File: src/sv/tlsd_pkg.sv
`timescale 1ns / 1ps
// ============================================================================
// tlsd_pkg
// Shared types and constants for the tagged LRU slot directory.
// ============================================================================
package tlsd_pkg;

   // Default number of directory slots
   localparam int SLOTS_DEF = 8;

   // Fixed field widths
   localparam int KEY_W      = 32;
   localparam int SLOT_OUT_W = 3;

   // Request transaction payload
   typedef struct packed {
      logic [KEY_W-1:0] key;
      logic             fill_ok;
   } tlsd_req_type;

   // Response transaction payload
   typedef struct packed {
      logic [SLOT_OUT_W-1:0] slot;
      logic                  hit;
      logic                  fill_failed;
   } tlsd_rsp_type;

   // Finished lookup handed from the sequencer to the output register
   typedef struct packed {
      logic         valid;
      tlsd_rsp_type rsp;
   } tlsd_res_type;

endpackage

File: src/sv/tlsd_ram.sv
`timescale 1ns / 1ps
// ============================================================================
// tlsd_ram
// Generic simple dual-port RAM: one write port, one read port, registered read.
// ============================================================================
module tlsd_ram #(
   parameter int WIDTH = 32,
   parameter int DEPTH = 8
) (
   input  logic                     clock,
   input  logic                     wr_en,
   input  logic [$clog2(DEPTH)-1:0] wr_addr,
   input  logic [WIDTH-1:0]         wr_data,
   input  logic                     rd_en,
   input  logic [$clog2(DEPTH)-1:0] rd_addr,
   output logic [WIDTH-1:0]         rd_data
);

   logic [WIDTH-1:0] mem_ff [DEPTH];
   logic [WIDTH-1:0] rd_data_ff;

   // Write port
   always_ff @(posedge clock) begin
      if (wr_en) begin
         mem_ff[wr_addr] <= wr_data;
      end
   end

   // Registered read port
   always_ff @(posedge clock) begin
      if (rd_en) begin
         rd_data_ff <= mem_ff[rd_addr];
      end
   end

   assign rd_data = rd_data_ff;

endmodule

File: src/sv/tlsd_seq.sv
`timescale 1ns / 1ps
// ============================================================================
// tlsd_seq
// Lookup sequencer: walks the tag RAM and the recency ring RAM one entry per
// cycle through a single shared equality comparator.
// ============================================================================
module tlsd_seq
   import tlsd_pkg::*;
#(
   parameter int SLOTS = SLOTS_DEF
) (
   input  logic         clock,
   input  logic         reset,
   input  logic         req_valid,
   output logic         req_stall,
   input  tlsd_req_type req_data,
   input  logic         res_ready,
   output tlsd_res_type res
);

   localparam int SW = $clog2(SLOTS);
   localparam logic [SW-1:0] LAST = SW'(SLOTS - 1);

   typedef enum logic [6:0] {
      S_IDLE      = 7'b0000001,
      S_SCAN      = 7'b0000010,
      S_VREAD     = 7'b0000100,
      S_VSEL      = 7'b0001000,
      S_TOUCH     = 7'b0010000,
      S_TOUCH_END = 7'b0100000,
      S_DONE      = 7'b1000000
   } state_type;

   state_type            state_ff, state_in;
   logic [KEY_W-1:0]     key_ff, key_in;
   logic                 fill_ok_ff, fill_ok_in;
   logic [SW-1:0]        cnt_ff, cnt_in;
   logic [SW-1:0]        rpos_ff, rpos_in;
   logic                 pend_ff, pend_in;
   logic [SW-1:0]        pend_idx_ff, pend_idx_in;
   logic                 pend_last_ff, pend_last_in;
   logic                 found_ff, found_in;
   logic [SW-1:0]        prev_pos_ff, prev_pos_in;
   logic [SW-1:0]        head_ff, head_in;
   logic [SW-1:0]        slot_ff, slot_in;
   logic                 hit_ff, hit_in;
   logic                 failed_ff, failed_in;
   logic [SLOTS-1:0]     tag_vld_ff, tag_vld_in;
   logic [SLOTS-1:0]     ring_vld_ff, ring_vld_in;

   // RAM ports
   logic                 tag_we, tag_re;
   logic [SW-1:0]        tag_waddr, tag_raddr;
   logic [KEY_W-1:0]     tag_rdata;
   logic                 ring_we, ring_re;
   logic [SW-1:0]        ring_waddr, ring_raddr, ring_wdata, ring_rdata;

   // Entry values with reset defaults for never-written entries
   logic [KEY_W-1:0]     tag_val;
   logic [SW-1:0]        ring_val;

   // Shared comparator
   logic [KEY_W-1:0]     cmp_a, cmp_b;
   logic                 cmp_eq;

   tlsd_ram #(
      .WIDTH(KEY_W),
      .DEPTH(SLOTS)
   ) u_tag_ram (
      .clock  (clock),
      .wr_en  (tag_we),
      .wr_addr(tag_waddr),
      .wr_data(key_ff),
      .rd_en  (tag_re),
      .rd_addr(tag_raddr),
      .rd_data(tag_rdata)
   );

   tlsd_ram #(
      .WIDTH(SW),
      .DEPTH(SLOTS)
   ) u_ring_ram (
      .clock  (clock),
      .wr_en  (ring_we),
      .wr_addr(ring_waddr),
      .wr_data(ring_wdata),
      .rd_en  (ring_re),
      .rd_addr(ring_raddr),
      .rd_data(ring_rdata)
   );

   // Unwritten tags read as zero, unwritten ring entries as their own index
   assign tag_val  = tag_vld_ff[pend_idx_ff] ? tag_rdata : '0;
   assign ring_val = ring_vld_ff[pend_idx_ff] ? ring_rdata : pend_idx_ff;

   // Share one comparator between the tag scan and the ring search
   always_comb begin
      if (state_ff == S_SCAN) begin
         cmp_a = key_ff;
         cmp_b = tag_val;
      end else begin
         cmp_a = KEY_W'(slot_ff);
         cmp_b = KEY_W'(ring_val);
      end
   end

   assign cmp_eq = (cmp_a == cmp_b);

   assign req_stall = (state_ff != S_IDLE);

   // Sequencer next-state logic
   always_comb begin
      state_in     = state_ff;
      key_in       = key_ff;
      fill_ok_in   = fill_ok_ff;
      cnt_in       = cnt_ff;
      rpos_in      = rpos_ff;
      pend_in      = pend_ff;
      pend_idx_in  = pend_idx_ff;
      pend_last_in = pend_last_ff;
      found_in     = found_ff;
      prev_pos_in  = prev_pos_ff;
      head_in      = head_ff;
      slot_in      = slot_ff;
      hit_in       = hit_ff;
      failed_in    = failed_ff;
      tag_vld_in   = tag_vld_ff;
      ring_vld_in  = ring_vld_ff;
      tag_we       = 1'b0;
      tag_waddr    = slot_ff;
      tag_re       = 1'b0;
      tag_raddr    = cnt_ff;
      ring_we      = 1'b0;
      ring_waddr   = prev_pos_ff;
      ring_wdata   = ring_val;
      ring_re      = 1'b0;
      ring_raddr   = rpos_ff;
      res.valid    = 1'b0;
      res.rsp.slot        = SLOT_OUT_W'(slot_ff);
      res.rsp.hit         = hit_ff;
      res.rsp.fill_failed = failed_ff;

      case (state_ff)
         // Take a new transaction and start the tag scan at slot 0
         S_IDLE: begin
            if (req_valid) begin
               key_in     = req_data.key;
               fill_ok_in = req_data.fill_ok;
               cnt_in     = '0;
               pend_in    = 1'b0;
               state_in   = S_SCAN;
            end
         end

         // Issue one tag read per cycle, compare the previous one
         S_SCAN: begin
            tag_re       = 1'b1;
            tag_raddr    = cnt_ff;
            pend_in      = 1'b1;
            pend_idx_in  = cnt_ff;
            pend_last_in = (cnt_ff == LAST);
            cnt_in       = (cnt_ff == LAST) ? cnt_ff : cnt_ff + 1'b1;
            if (pend_ff) begin
               if (cmp_eq) begin
                  hit_in    = 1'b1;
                  failed_in = 1'b0;
                  slot_in   = pend_idx_ff;
                  rpos_in   = head_ff;
                  cnt_in    = '0;
                  pend_in   = 1'b0;
                  found_in  = 1'b0;
                  state_in  = S_TOUCH;
               end else if (pend_last_ff) begin
                  hit_in   = 1'b0;
                  state_in = S_VREAD;
               end
            end
         end

         // Miss: fetch the least recent ring entry
         S_VREAD: begin
            ring_re     = 1'b1;
            ring_raddr  = head_ff;
            pend_idx_in = head_ff;
            state_in    = S_VSEL;
         end

         // Advance the head; fill the victim tag when the fill succeeded
         S_VSEL: begin
            head_in = (head_ff == LAST) ? '0 : head_ff + 1'b1;
            if (fill_ok_ff) begin
               tag_we                = 1'b1;
               tag_waddr             = ring_val;
               tag_vld_in[ring_val]  = 1'b1;
               slot_in               = ring_val;
               failed_in             = 1'b0;
            end else begin
               slot_in   = '0;
               failed_in = 1'b1;
            end
            state_in = S_DONE;
         end

         // Hit: walk the ring from the head, shift entries behind the hit slot
         S_TOUCH: begin
            ring_re      = 1'b1;
            ring_raddr   = rpos_ff;
            pend_in      = 1'b1;
            pend_idx_in  = rpos_ff;
            pend_last_in = (cnt_ff == LAST);
            rpos_in      = (rpos_ff == LAST) ? '0 : rpos_ff + 1'b1;
            cnt_in       = (cnt_ff == LAST) ? cnt_ff : cnt_ff + 1'b1;
            if (pend_ff) begin
               if (found_ff) begin
                  ring_we                  = 1'b1;
                  ring_waddr               = prev_pos_ff;
                  ring_wdata               = ring_val;
                  ring_vld_in[prev_pos_ff] = 1'b1;
               end
               found_in    = found_ff | cmp_eq;
               prev_pos_in = pend_idx_ff;
               if (pend_last_ff) begin
                  state_in = S_TOUCH_END;
               end
            end
         end

         // Place the hit slot at the most recent end
         S_TOUCH_END: begin
            ring_we                  = 1'b1;
            ring_waddr               = prev_pos_ff;
            ring_wdata               = slot_ff;
            ring_vld_in[prev_pos_ff] = 1'b1;
            state_in                 = S_DONE;
         end

         // Hand the result over once the output register is free
         S_DONE: begin
            if (res_ready) begin
               res.valid = 1'b1;
               state_in  = S_IDLE;
            end
         end

         default: begin
            state_in = S_IDLE;
         end
      endcase
   end

   // Control registers
   always_ff @(posedge clock) begin
      if (reset) begin
         state_ff    <= S_IDLE;
         pend_ff     <= 1'b0;
         head_ff     <= '0;
         tag_vld_ff  <= '0;
         ring_vld_ff <= '0;
      end else begin
         state_ff    <= state_in;
         pend_ff     <= pend_in;
         head_ff     <= head_in;
         tag_vld_ff  <= tag_vld_in;
         ring_vld_ff <= ring_vld_in;
      end
   end

   // Datapath registers
   always_ff @(posedge clock) begin
      key_ff       <= key_in;
      fill_ok_ff   <= fill_ok_in;
      cnt_ff       <= cnt_in;
      rpos_ff      <= rpos_in;
      pend_idx_ff  <= pend_idx_in;
      pend_last_ff <= pend_last_in;
      found_ff     <= found_in;
      prev_pos_ff  <= prev_pos_in;
      slot_ff      <= slot_in;
      hit_ff       <= hit_in;
      failed_ff    <= failed_in;
   end

endmodule

File: src/sv/tagged_lru_slot_directory_unit.sv
`timescale 1ns / 1ps
// ============================================================================
// tagged_lru_slot_directory_unit
// Fully associative slot directory with true LRU replacement.
//
//   Channel   Direction  Ports                         Payload
//   request   in         req_valid/req_stall/req_data  tlsd_req_type
//   response  out        rsp_valid/rsp_stall/rsp_data  tlsd_rsp_type
//
// A miss scans every tag RAM entry, then reads the least recent ring entry;
// a hit on slot m scans tags up to m, then walks the whole ring RAM, one
// entry per cycle through one comparator. The next request is taken once
// the sequencer is idle again. Reset clears the valid bits at once, so no
// clearing pass is needed. A stalled response holds in the output register
// while the next request is already accepted and processed.
// ============================================================================
module tagged_lru_slot_directory_unit
   import tlsd_pkg::*;
#(
   parameter int SLOTS = SLOTS_DEF
) (
   input  logic         clock,
   input  logic         reset,
   input  logic         req_valid,
   output logic         req_stall,
   input  tlsd_req_type req_data,
   output logic         rsp_valid,
   input  logic         rsp_stall,
   output tlsd_rsp_type rsp_data
);

   tlsd_res_type res;
   logic         res_ready;
   logic         rsp_valid_ff, rsp_valid_in;
   tlsd_rsp_type rsp_data_ff, rsp_data_in;

   tlsd_seq #(
      .SLOTS(SLOTS)
   ) u_seq (
      .clock    (clock),
      .reset    (reset),
      .req_valid(req_valid),
      .req_stall(req_stall),
      .req_data (req_data),
      .res_ready(res_ready),
      .res      (res)
   );

   // Output register is free when empty or being drained
   assign res_ready = !rsp_valid_ff || !rsp_stall;

   // Load a finished transaction, drop a delivered one
   always_comb begin
      rsp_valid_in = rsp_valid_ff;
      rsp_data_in  = rsp_data_ff;
      if (res.valid) begin
         rsp_valid_in = 1'b1;
         rsp_data_in  = res.rsp;
      end else if (!rsp_stall) begin
         rsp_valid_in = 1'b0;
      end
   end

   always_ff @(posedge clock) begin
      if (reset) begin
         rsp_valid_ff <= 1'b0;
      end else begin
         rsp_valid_ff <= rsp_valid_in;
      end
   end

   always_ff @(posedge clock) begin
      rsp_data_ff <= rsp_data_in;
   end

   assign rsp_valid = rsp_valid_ff;
   assign rsp_data  = rsp_data_ff;

endmodule
File: config.mk
export PLATFORM = sky130hd
export DESIGN_NAME = tagged_lru_slot_directory_unit
export DESIGN_NICKNAME = d
export VERILOG_FILES = /design/src/sv/tlsd_pkg.sv /design/src/sv/tlsd_ram.sv /design/src/sv/tlsd_seq.sv /design/src/sv/tagged_lru_slot_directory_unit.sv
export SDC_FILE = /design/constraint.sdc
export NUM_CORES = 1
export LEC_CHECK = 0
export ABC_AREA = 0
export BUFFER_PORTS_ARGS = -buffer_cell sky130_fd_sc_hd__buf_2
export CAP_MARGIN = 20
export CORE_AREA = 2 2 168 170
export CTS_BUF_LIST = sky130_fd_sc_hd__clkbuf_4
export DETAILED_ROUTE_END_ITERATION = 8
export DIE_AREA = 0 0 170 172
export PLACE_DENSITY_LB_ADDON = 0.3
export SLEW_MARGIN = 20
export SYNTH_ARGS = -nofsm -noshare
export SYNTH_HDL_FRONTEND = slang
export SYNTH_SLANG_ARGS = --single-unit
export TNS_END_PERCENT = 1
File: constraint.sdc
create_clock -name clock -period 5.7 [get_ports clock]
set_clock_uncertainty 0.1 [all_clocks]
set_input_delay 0.285 -clock clock [delete_from_list [all_inputs] [get_ports clock]]
set_output_delay 0.285 -clock clock [all_outputs]
set_load 0.05 [all_outputs]
==> results of run 1 <==
==> cell usage in the layout, fill, tap and decap left out, types with 9 or more instances in the layout <==
cell type,n
a21o_1,9
clkbuf_4,152
dfxtp_1,28
a22oi_1,10
inv_1,12
nor3_1,11
a21oi_1,19
buf_2,43
edfxtp_1,372
xnor2_1,23
buf_4,15
mux2i_1,13
clkinv_1,14
mux2_2,35
a211oi_1,9
mux4_2,65
nand2_1,35
dlygate4sd3_1,38
nor2_1,77
nor2b_1,11
==> sequential cells by signal, indices dropped and copies added (netlist names), 5 cells and up <==
| name | count |
|---|---|
| rsp_data | 5 |
| u_seq.key_ff | 32 |
| u_seq.ring_vld_ff | 8 |
| u_seq.state_ff | 7 |
| u_seq.tag_vld_ff | 8 |
| u_seq.u_ring_ram.mem_ff | 24 |
| u_seq.u_tag_ram.mem_ff | 256 |
| u_seq.u_tag_ram.rd_data | 32 |
==> per-stage QoR <==
step                cell area (sq um)  util [%]  setup slack (ns)  hold slack [ns]
global placement                16400      59.8              1.72            0.334
detailed placement              16400      59.8              1.56            0.341
global route                    18100      65.7             0.923            0.113
CTS                             18000      65.6              1.30            0.118
finish                          18100      65.7              1.23            0.178
floorplan                       15700         -           -0.0335            0.284
==> cells by family (layout without fill, tap and decap cells) <==
logic type,Yosys count,count (layout)
compound gates,81,81
xor+xnor,26,26
fa+ha+maj,5,5
buf+inv,42,282
flops,400,400
mux,116,116
other cells,0,1
simple gates,187,187
==> worst max-delay path, cell delays in order (launching register included) <==
cell and delay (ns):
edfxtp_1 0.69, mux4_1 0.67, mux2i_4 0.60, o21ai_0 0.24
a22oi_1 0.33, nand4_1 0.19, nor3_2 0.41, a21oi_1 0.18
nor2_1 0.24, a21oi_1 0.11, dlygate4sd3_1 0.59
==> path summary, 6_finish.rpt <==
check,depth (start not counted),end,from,slack (ns)
setup / recovery,10,u_seq.pend_ff,u_seq.pend_idx_ff[0],1.23
hold / removal,2,u_seq.fill_ok_ff,req_data[0],0.18
setup reg to reg,10,u_seq.pend_ff,u_seq.pend_idx_ff[0],1.23
hold reg to reg,0,rsp_data[1],u_seq.hit_ff,0.34
==> per-layer routing <==
layer / vias up / track usage, % / share of wire, %
li1: 3828 / - / -
met1: 4179 / 28.6 / 43
met2: 270 / 35.5 / 49
met3: 50 / 5.04 / 5.7
met4: 0 / 7.43 / 1.7
met5: - / 0 / 0
==> cell type report <==
cell class | count | area, sq um | area share, %
Antenna cell | 1 | 2.50 | 0.0139
Sequential cell | 400 | 11700 | 65.0
Multi-Input combinational cell | 415 | 3860 | 21.4
Inverter | 13 | 48.8 | 0.270
Tap cell | 346 | 433 | 2.40
Timing Repair Buffer | 98 | 756 | 4.19
Clock buffer | 152 | 1140 | 6.32
Clock inverter | 19 | 82.6 | 0.457
==> what timing repair did <==
action,in CTS,in global routing
hold buffers,38,0
hold endpoints to repair,69,0
setup endpoints to repair,0,0
==> power breakdown <==
| group | switching (mW) | internal, mW |
|---|---|---|
| sequential | 0.0672 | 3.27 |
| combinational | 0.153 | 0.163 |
| clock | 1.07 | 1.21 |
| total | 1.29 | 4.63 |
==> run_results.csv, run 1 <==
group,metric,value,unit
logic_synthesis,synth_top_cells_by_count,"edfxtp_1, nor2_1, mux4_2",
logic_synthesis,syn_inst,857,
logic_synthesis,async_reset_ff_share,0,%
cells_and_area,area_growth,14.9,%
route,drt_iter0_markers,494,
clock_tree,clkSlewWorstSetupHoldPaths,0.06,ns
logic_synthesis,synth_xor_area_share,1.45,%
sta,worstMarginPinSlew,0.982,ns
power,p_leak,6.10,nW
grt,grt_pass1_vias,8653,
clock_tree,clock_sinks,400,
setup_path,crit_arrival,4.96,ns
logic_synthesis,synth.most_common_cell,"edfxtp_1",
sta,fin_crit,4.47,ns
clock_tree,clock_latency,0.73,ns
logic_synthesis,synth_edf_count,372,
logic_synthesis,synth-adder-area-share,0.398,%
cells_and_area,nFillCells,1979,
sta,slew_violations,0,
power,ir_drop,258,uV
logic_synthesis,synth_top_area_share,71.1,%
clock_tree,post_cts_resized,0,
floorplanning,coreArea,27500,sq um
placed_design,hpwl,16700,microns
logic_synthesis,yosysTopAreaCell,"edfxtp_1",
logic_synthesis,yosys_warnings,0,
route,wl,30000,microns
placed_design,portBuffers,43,
sta,rsz0062_at_grt,"false",
sta,hold_viol,0,
power,power_density,328,nW/um^2
route,avgRoutedWirePerCell,20.8,microns
grt,grt_usage,21.5,%
floorplanning,rows,61,
logic_synthesis,synthFlopType,"edfxtp_1",
grt,antenna_found_initial,1,
logic_synthesis,synth.mux.area_fraction,13.1,%
grt,grt_first_pass_wirelength,46800,microns
logic_synthesis,synth-compound-area-share,3.57,%
setup_path,worstSetupEndpointType,"flop",
setup_path,worstPathRequired,6.18,ns
clock_tree,postCtsSetupBuffers,0,
setup_path,path_max_fanout,24,
logic_synthesis,ys_top_cells_by_area,"edfxtp_1, mux4_2, dfxtp_1",
grt,grt_overflow_total,0,
route,ant_nets,0,
placed_design,gp_congestion,0.817,
placed_design,dp.cells,1233,
sta,setup_viol,0,
clock_tree,cts_buffers,96,
power,power,5.92,mW
sta,max-slew-margin-rel,32.7,%
clock_tree,htreeDepth,3,
cells_and_area,fin_cells,1444,
sta,final.period_utilization,78.5,%
floorplanning,ios,44,
floorplanning,die_y,172,microns
cells_and_area,drive_above_1_share,30.4,%
floorplanning,die_area,29200,sq um
setup_path,start_kind,"flop",
min_path,hold_class,"primary input to flop",
sta,max_freq,223,MHz
logic_synthesis,ys_seq_elements,400,
floorplanning,initial_core_util,57.2,%
logic_synthesis,syn_area_per_cell,18.3,sq um
logic_synthesis,yosysUniqueCellTypes,56,
logic_synthesis,synthSimpleGateAreaFrac,5.70,%
route,first_pass_iters,5,
cells_and_area,nets,1066,
clock_tree,clock-root-buffer,"clkbuf_4",
logic_synthesis,synthesis.nets,899,
logic_synthesis,synth_top_family_by_area,"multiplexers",
route,vias,8327,
grt,grt_max_degree,67,
logic_synthesis,syn_area,15700,sq um
setup_path,path_class,"flop to flop",
logic_synthesis,ys_seq_area_share,74.6,%
sta,tns,0,ns
clock_tree,cts_buffer_depth,3,
run,drv_cap,0,
outcome,status,"complete, no violations",
route,vias_per_cell,5.77,
floorplanning,die_w,170,microns
route,drc,0,
clock_tree,tritoncts,"done",
Power figures use the tool's default switching activity.
==> inputs of run 2 (changes only) <==
==> constraint.sdc (replaced) <==
create_clock -name clock -period 4.05 [get_ports clock]
set_clock_uncertainty 0.1 [all_clocks]
set_input_delay 0.2025 -clock clock [delete_from_list [all_inputs] [get_ports clock]]
set_output_delay 0.2025 -clock clock [all_outputs]
set_load 0.05 [all_outputs]
==> run_results.csv, run 2 (synthesized netlist as in run 1, its figures left out) <==
group,metric,value,unit
setup_path,worstPathRequired,4.30,ns
power,ir_drop,319,uV
sta,tns,0,ns
run,drv_cap,0,
setup_path,slowest_stage,"mux4_1",
route,vias,8471,
cells_and_area,regMostFlops,"u_seq.u_tag_ram.mem_ff",
cells_and_area,nFillCells,1853,
cells_and_area,mostFrequentLayoutCell,"edfxtp_1",
power,p_sw,1.86,mW
floorplanning,ios,44,
grt,grt_max_degree,68,
setup_path,start_kind,"flop",
power,power_density,464,nW/um^2
clock_tree,cts_buffers,98,
floorplanning,coreArea,27500,sq um
sta,worst_slack,0.293,ns
clock_tree,htreeDepth,3,
cells_and_area,fin_area,18200,sq um
grt,grt_pass1_vias,8647,
floorplanning,initial_core_util,57.2,%
cells_and_area,final_cell_mix,"edfxtp_1, clkbuf_4, nor2_1",
placed_design,hpwl,18000,microns
floorplanning,die_w,170,microns
route,vias_per_cell,5.82,
cells_and_area,utilization,66.3,%
sta,max_freq,266,MHz
sta,hold_viol,0,
power,pwr-share-comb,5.3,%
setup_path,crit_arrival,4.00,ns
cells_and_area,area_growth,16.0,%
clock_tree,tritoncts,"done",
grt,antenna_found_initial,1,
power,power_frac_seq,55.5,%
route,drc,0,
sta,worstMarginPinSlew,1.05,ns
power,internal_power,6.61,mW
sta,rsz0062_at_grt,"false",
clock_tree,clock-root-buffer,"clkbuf_4",
min_path,hold_depth,2,
placed_design,portBuffers,43,
route,drt_iter0_markers,698,
cells_and_area,nets,1077,
route,avgRoutedWirePerCell,21.0,microns
setup_path,r2r_slack,0.29,ns
clock_tree,clkSlewWorstSetupHoldPaths,0.07,ns
setup_path,cpMostUsedCell,"a21oi_1",
cells_and_area,drive_above_1_share,30.9,%
sta,finalHoldWorstSlack,0.100,ns
min_path,hold_class,"primary input to flop",
outcome,status,"complete, no violations",
placed_design,gp_congestion,0.788,
placed_design,dp.cells,1244,
placed_design,placed_area,16600,sq um
setup_path,r2r_start,"u_seq.pend_idx_ff[0]",
setup_path,r2r_cells,9,
grt,grt_usage,22.0,%
cells_and_area,fin_cells,1456,
clock_tree,postCtsSetupBuffers,0,
placed_design,post-place-ws,0.302,ns
sta,slew_violations,0,
setup_path,worstSetupEndpointType,"flop",
grt,grt_first_pass_wirelength,48200,microns
floorplanning,die_area,29200,sq um
clock_tree,post_cts_resized,0,
setup_path,crit_chain,"buf_4 -> mux4_1 -> nor2b_1 -> o21bai_1 -> xnor2_1 -> a41oi_1 -> nor3_2 -> a21oi_1 -> a21oi_1",
min_path,min_delay_worst_endpoint,"u_seq.key_ff[19]",
setup_path,r2r-end,"u_seq.slot_ff[1]",
power,power.share.clock,39.2,%
route,first_pass_iters,5,
sta,fin_crit,3.76,ns
floorplanning,die_y,172,microns
clock_tree,cts_buffer_depth,3,
setup_path,path_class,"flop to flop",
power,sw_frac_of_total,21.9,%
power,power,8.46,mW
clock_tree,holdBufCountCts,37,
clock_tree,clock_latency,0.71,ns
cells_and_area,largest_register_ffs,256,
power,p_leak,6.18,nW
floorplanning,rows,61,
route,ant_nets,0,
setup_path,max_stage_delay,0.55,ns
sta,setup_viol,0,
clock_tree,clock_sinks,400,
grt,grt_overflow_total,0,
setup_path,path_max_fanout,10,
sta,max-slew-margin-rel,28.3,%
route,wl,30500,microns
sta,final.period_utilization,92.8,%
min_path,hp-start,"req_data[20]",
[run 2: cell types whose count changed in the layout (fill, tap and decap cells not counted), moves of 2 or more]
cell / previous run / this run
buf_4: 15 / 23
clkbuf_4: 152 / 146
nor4_2: 5 / 0
nor4_4: 0 / 5
clkinv_1: 14 / 18
buf_12: 1 / 4
bufinv_16: 0 / 2
clkinv_2: 1 / 3
[run 2: power by group through the flow]
stage | logic [mW] | registers [mW] | clock network (mW)
2_1_floorplan | 0.320 | 4.74 | 0
3_3_place_gp | 0.425 | 4.78 | 0
3_5_place_dp | 0.429 | 4.78 | 0
4_1_cts | 0.457 | 4.69 | 3.40
5_1_grt | 0.490 | 4.70 | 3.61
6_report | 0.450 | 4.69 | 3.32
[run 2: worst max-delay path by stage]
| stage | startpoint | endpoint | slack (ns) | cells past startpoint |
|---|---|---|---|---|
| detailed placement | u_seq.pend_idx_ff[0] | u_seq.slot_ff[1] | 0.30 | 9 |
| global route | u_seq.pend_idx_ff[0] | u_seq.slot_ff[1] | 0.03 | 9 |
| CTS | u_seq.pend_idx_ff[0] | u_seq.slot_ff[1] | 0.29 | 9 |
| finish | u_seq.pend_idx_ff[0] | u_seq.slot_ff[1] | 0.29 | 9 |
| floorplan | u_seq.state_ff[0] | u_seq.u_tag_ram.mem_ff[5][0] | -0.80 | 9 |
| global placement | u_seq.pend_idx_ff[0] | u_seq.slot_ff[1] | 0.41 | 8 |
[run 2: area by class of cell]
type	instances	area, sq um	area share (%)
Antenna cell	1	2.50	0.0137
Clock buffer	146	1100	6.01
Timing Repair Buffer	107	838	4.60
Inverter	13	48.8	0.268
Clock inverter	28	171	0.941
Tap cell	346	433	2.38
Sequential cell	400	11700	64.4
Multi-Input combinational cell	415	3900	21.4
[run 2: worst max-delay path: cells and delay by family, from the launching register on]
family / cells / cell delay (ns)
buffers and inverters: 1 / 0.21
AND/OR/NAND/NOR: 2 / 0.72
flip-flops: 1 / 0.40
AO/OA/AOI/OAI: 4 / 1.19
multiplexers: 1 / 0.55
XOR/XNOR: 1 / 0.23
[run 2: layer usage]
metal / vias to the layer above / GRT usage (%) / wire length, microns
met5: - / 0 / 0
met4: 0 / 6.87 / 506
met3: 45 / 4.65 / 1670
met2: 262 / 35.8 / 15000
met1: 4310 / 30.4 / 13400
li1: 3854 / - / -
